`src/rtl/assert_macros.svh`:
```
// Assertion macros used by the top level of the timer queue.
`ifndef ASSERT_MACROS_SVH
`define ASSERT_MACROS_SVH

// Check at every clock edge, reset phases included.
`define ASSERT_ALWAYS(label, clk, prop, msg) \
  label: assert property (@(posedge clk) prop) else $error(msg);

// Check only while the block is out of reset.
`define ASSERT_RST(label, clk, rst_n, prop, msg) \
  label: assert property (@(posedge clk) disable iff (!rst_n) prop) else $error(msg);

`endif

```
`src/rtl/sdtq_pkg.sv`:
```
// Types, codes and helpers shared by the sorted delay timer queue.
`timescale 1ns / 1ps

package sdtq_pkg;

  localparam int unsigned QUEUE_DEPTH_DEF = 16;
  localparam int unsigned TIME_W          = 32;
  localparam int unsigned GROUP_W         = 32;
  localparam int unsigned ID_W            = 32;
  localparam int unsigned PRIO_W          = 8;
  localparam int unsigned HANDLE_W        = 32;
  localparam logic [TIME_W-1:0] HALF_RANGE = 32'h8000_0000;

  typedef enum logic [1:0] {
    CMD_PUSH    = 2'd0,
    CMD_COLLECT = 2'd1,
    CMD_QUERY   = 2'd2
  } cmd_e;

  typedef enum logic [2:0] {
    KIND_PUSHED   = 3'd0,
    KIND_REJECTED = 3'd1,
    KIND_EXPIRED  = 3'd2,
    KIND_NONE     = 3'd3,
    KIND_TIMEOUT  = 3'd4
  } kind_e;

  typedef enum logic [1:0] {
    ST_IDLE,
    ST_PUSH,
    ST_COLLECT,
    ST_QUERY
  } state_e;

  typedef struct packed {
    logic [TIME_W-1:0]   wake_time;
    logic [GROUP_W-1:0]  group;
    logic [ID_W-1:0]     ident;
    logic [PRIO_W-1:0]   priority_v;
    logic [HANDLE_W-1:0] handle;
  } entry_t;

  // Broadcast from the controller to every cell of the chain.
  typedef struct packed {
    logic              push_en;
    logic              pop_en;
    entry_t            new_entry;
    logic [TIME_W-1:0] now_ms;
  } cell_ctrl_t;

  // True when time a lies strictly later than time b on the wrapping clock.
  function automatic logic later_than(logic [TIME_W-1:0] a, logic [TIME_W-1:0] b);
    logic [TIME_W-1:0] diff;
    diff = a - b;
    return (diff != '0) && (diff < HALF_RANGE);
  endfunction

endpackage

```
`src/rtl/sdtq_cell.sv`:
```
// One slot of the sorted chain: holds an entry and trades it with its neighbors.
`timescale 1ns / 1ps

module sdtq_cell (
  input  logic                 clk_i,
  input  sdtq_pkg::cell_ctrl_t ctrl_i,
  input  logic                 occupied_i,
  input  logic                 left_ins_i,
  input  sdtq_pkg::entry_t     left_entry_i,
  input  sdtq_pkg::entry_t     right_entry_i,
  output sdtq_pkg::entry_t     entry_o,
  output logic                 ins_o,
  output logic                 expired_o
);

  sdtq_pkg::entry_t entry_q;
  sdtq_pkg::entry_t entry_d;

  // This slot moves on a push when a slot ahead of it moves, when it is free
  // or when it holds a later time.
  assign ins_o = left_ins_i || !occupied_i ||
                 sdtq_pkg::later_than(entry_q.wake_time, ctrl_i.new_entry.wake_time);

  assign expired_o = occupied_i && sdtq_pkg::later_than(ctrl_i.now_ms, entry_q.wake_time);

  always_comb begin
    entry_d = entry_q;
    if (ctrl_i.pop_en) begin
      entry_d = right_entry_i;
    end else if (ctrl_i.push_en && ins_o) begin
      entry_d = left_ins_i ? left_entry_i : ctrl_i.new_entry;
    end
  end

  always_ff @(posedge clk_i) begin
    entry_q <= entry_d;
  end

  assign entry_o = entry_q;

endmodule

```
`config.mk`:
```
export PLATFORM = sky130hd
export DESIGN_NAME = sdtq_cell
export DESIGN_NICKNAME = d
export VERILOG_FILES = /design/src/rtl/assert_macros.svh /design/src/rtl/sdtq_pkg.sv /design/src/rtl/sdtq_cell.sv
export SDC_FILE = /design/constraint.sdc
export NUM_CORES = 1
export LEC_CHECK = 0
export BUFFER_PORTS_ARGS = -buffer_cell sky130_fd_sc_hd__buf_4
export CAP_MARGIN = 10
export CORE_AREA = 2 2 228 230
export CTS_CLUSTER_SIZE = 8
export DETAILED_ROUTE_END_ITERATION = 8
export DIE_AREA = 0 0 230 232
export PLACE_DENSITY = 0.52
export SLEW_MARGIN = 10
export SYNTH_ARGS = -nofsm -noshare
export SYNTH_HDL_FRONTEND = slang
export SYNTH_SLANG_ARGS = --single-unit
```
`constraint.sdc`:
```
create_clock -name clk_i -period 15 [get_ports clk_i]
set_clock_uncertainty 0.15 [all_clocks]
set_input_delay 0 -clock clk_i [delete_from_list [all_inputs] [get_ports clk_i]]
set_output_delay 0 -clock clk_i [all_outputs]
set_load 0.03 [all_outputs]
```
==> results.json <==
{
  "hold_ws_ns": 0.0294,
  "worst_slew_margin_rel_pct": 27.2,
  "cellLeakagePower_nw": 8.85,
  "layout_commonest_cell": "buf_4",
  "cts_tree": "yes",
  "io_buffers": 582,
  "grt_pass1_vias": 13100,
  "cts_root_buf": "clkbuf_16",
  "core_sq_um": 50900,
  "synth-simple-area-share_pct": 13.8,
  "hold_viol": 0,
  "ys_ff_latch": 136,
  "ys_warn_count": 0,
  "outcome": "finished clean",
  "fmax_mhz": 170,
  "final_cell_mix": "584 x buf_4, 269 x dlygate4sd3_1, 192 x nand2_1, 175 x o21ai_0, 144 x mux2i_1",
  "synth_edf_count": 136,
  "tightestPinTransition_ns": 1.09,
  "crit_slowest_cell": "buf_4",
  "dieArea_sq_um": 53400,
  "clkSinkCount": 136,
  "synth_top_family_by_area": "compound AO/OA/AOI/OAI gates",
  "grtUsageTotal_pct": 21.5,
  "cp.arrival_ns": 5.81,
  "vias": 12700,
  "gp_congestion": 0.935,
  "antenna_found_initial": 19,
  "grt_pass1_wl_um": 84300,
  "wl_per_cell_um": 21.7,
  "largest_reg_flops": 136,
  "vias_per_cell": 4.67,
  "cts_buffer_depth": 2,
  "syn_inst": 1201,
  "cp-start-kind": "flop",
  "ir_drop_mv": 0.0848,
  "p_per_area_nw_per_um2": 93.5,
  "drive_gt1_share_pct": 30.9,
  "synthXorXnorAreaFrac_pct": 3.18,
  "drt_iter0_markers": 821,
  "syn_nets": 1710,
  "htreeDepth": 4,
  "cap_violations": 0,
  "ys_types": 66,
  "post-route-drc-count": 0,
  "grt_max_degree": 175,
  "drtPass1Iterations": 5,
  "synth_top_area_cell": "edfxtp_1",
  "worstPathRequired_ns": 14.92,
  "postLayoutCoreUtil_pct": 37.7,
  "syn_area_sq_um": 10700,
  "synth_seq_area_share_pct": 38.1,
  "synthMuxAreaShare_pct": 13.5,
  "setup_viol": 0,
  "tns_ns": 0,
  "end_kind": "flop",
  "rows": 83,
  "place_area_sq_um": 15800,
  "slowest_delay_ns": 0.89,
  "avgSynthCellArea_sq_um": 8.94,
  "synth_compound_area_share_pct": 19.0,
  "synthAdderAreaFrac_pct": 7.60,
  "die_x_um": 230,
  "dp_hpwl_um": 47300,
  "cts_buffers": 17,
  "postLayoutCellArea_sq_um": 19200,
  "path_clk_slew_ns": 0.07,
  "final_max_slew_viol_count": 0,
  "synth_area_leaders": "edfxtp_1 38%, mux2i_1 13%, o21ai_0 8.2%",
  "min_period_over_period_pct": 39.3,
  "rsz0062_at_grt": "no",
  "post-route-min-period_ns": 5.89,
  "ant_nets": 0,
  "syn_to_final_growth_pct": 78.6,
  "synthFlopType": "edfxtp_1",
  "start_util_pct": 21.1,
  "boundaryPins": 583,
  "overflow": 0,
  "crit_type": "reg2reg",
  "ys_async_sr_fraction_pct": 0,
  "power.total_mw": 1.79,
  "path_cells": "inv_1, ha_1, fa_1, nand2b_1, a21o_1, a211oi_1, nor3b_1, nand2b_1, o21ai_0, mux2i_1, nand4_1, nor4_1, o21ai_4, buf_4, buf_4",
  "die_h_um": 232,
  "critPathMaxFanout": 75,
  "clock_latency_ns": 0.45,
  "cts_setup_buffers": 0,
  "wirelength_um": 59100,
  "fillers": 5291,
  "yosysTopAreaCellShare_pct": 38.1,
  "hold_class": "in2reg",
  "final_nets": 2525
}
per-stage QoR:
stage	setup slack, ns	instances
2_1_floorplan	1.87	1201
3_3_place_gp	9.13	2408
3_5_place_dp	9.05	2408
4_1_cts	9.05	2709
5_1_grt	8.67	2716
6_report	9.11	2720
critical path: cells and delay by family, from the launching register on:
family	cells	cell delay (ns)
compound gates	4	1.84
fa+ha+maj	2	0.63
buf+inv	3	1.55
flops	1	0.38
mux	1	0.12
simple gates	5	0.66
cell families after synthesis:
group,after synthesis
compound gates,346
simple gates,333
mux,145
buf+inv,138
flops,136
fa+ha+maj,64
xor+xnor,39
routing by layer:
| metal | vias to the layer above | wire length, um | GRT usage, % |
|---|---|---|---|
| met2 | 475 | 31300 | 40.8 |
| met3 | 79 | 4610 | 6.36 |
| met5 | - | 54 | 0 |
| li1 | 6022 | - | - |
| met4 | 8 | 1170 | 5.63 |
| met1 | 6129 | 21900 | 23.1 |
synth_stat cells (8+ instances only):
master / n
inv_1: 77
xor2_1: 18
mux2i_1: 144
nand4_1: 13
nor2_1: 47
nand3_1: 16
xnor2_1: 21
edfxtp_1: 136
nand2_1: 192
clkbuf_1: 55
o21a_1: 8
o21ai_0: 176
nor4_1: 9
ha_1: 62
a21o_1: 15
o21bai_1: 8
a21oi_1: 74
nand2b_1: 8
nor3_1: 16
path summary, 6_finish.rpt:
check	startpoint	end	slack, ns	cells after the start
setup reg to reg	entry_o[104]	entry_o[82]	9.11	15
hold reg to reg	entry_o[135]	entry_o[126]	1.23	4
setup / recovery	entry_o[104]	entry_o[82]	9.11	15
hold / removal	left_entry_i[122]	entry_o[122]	0.03	3
final cells by class:
| class | instances | area, sq um | share of cell area (%) |
|---|---|---|---|
| multi-input combinational | 927 | 6140 | 32.0 |
| antenna | 11 | 27.5 | 0.144 |
| clock buffer | 19 | 433 | 2.26 |
| inverter | 78 | 293 | 1.53 |
| clock inverter | 13 | 216 | 1.13 |
| timing repair buffer | 856 | 7120 | 37.2 |
| tap | 680 | 851 | 4.44 |
| sequential | 136 | 4080 | 21.3 |
repair_timing:
action / 4_1_cts / 5_1_grt
hold endpoints to repair: 136 / 0
setup endpoints to repair: 0 / 0
gates resized for setup: 0 / 0
hold buffers: 269 / 0
where the power goes:
| group | leakage, nW | total [mW] | internal [mW] | switching (mW) |
|---|---|---|---|---|
| registers | 1.42 | 0.514 | 0.485 | 0.0289 |
| logic | 7.12 | 0.787 | 0.346 | 0.440 |
| clock network | 0.312 | 0.492 | 0.298 | 0.194 |
| total | 8.85 | 1.79 | 1.13 | 0.664 |
(Power assumes the default switching activity.)
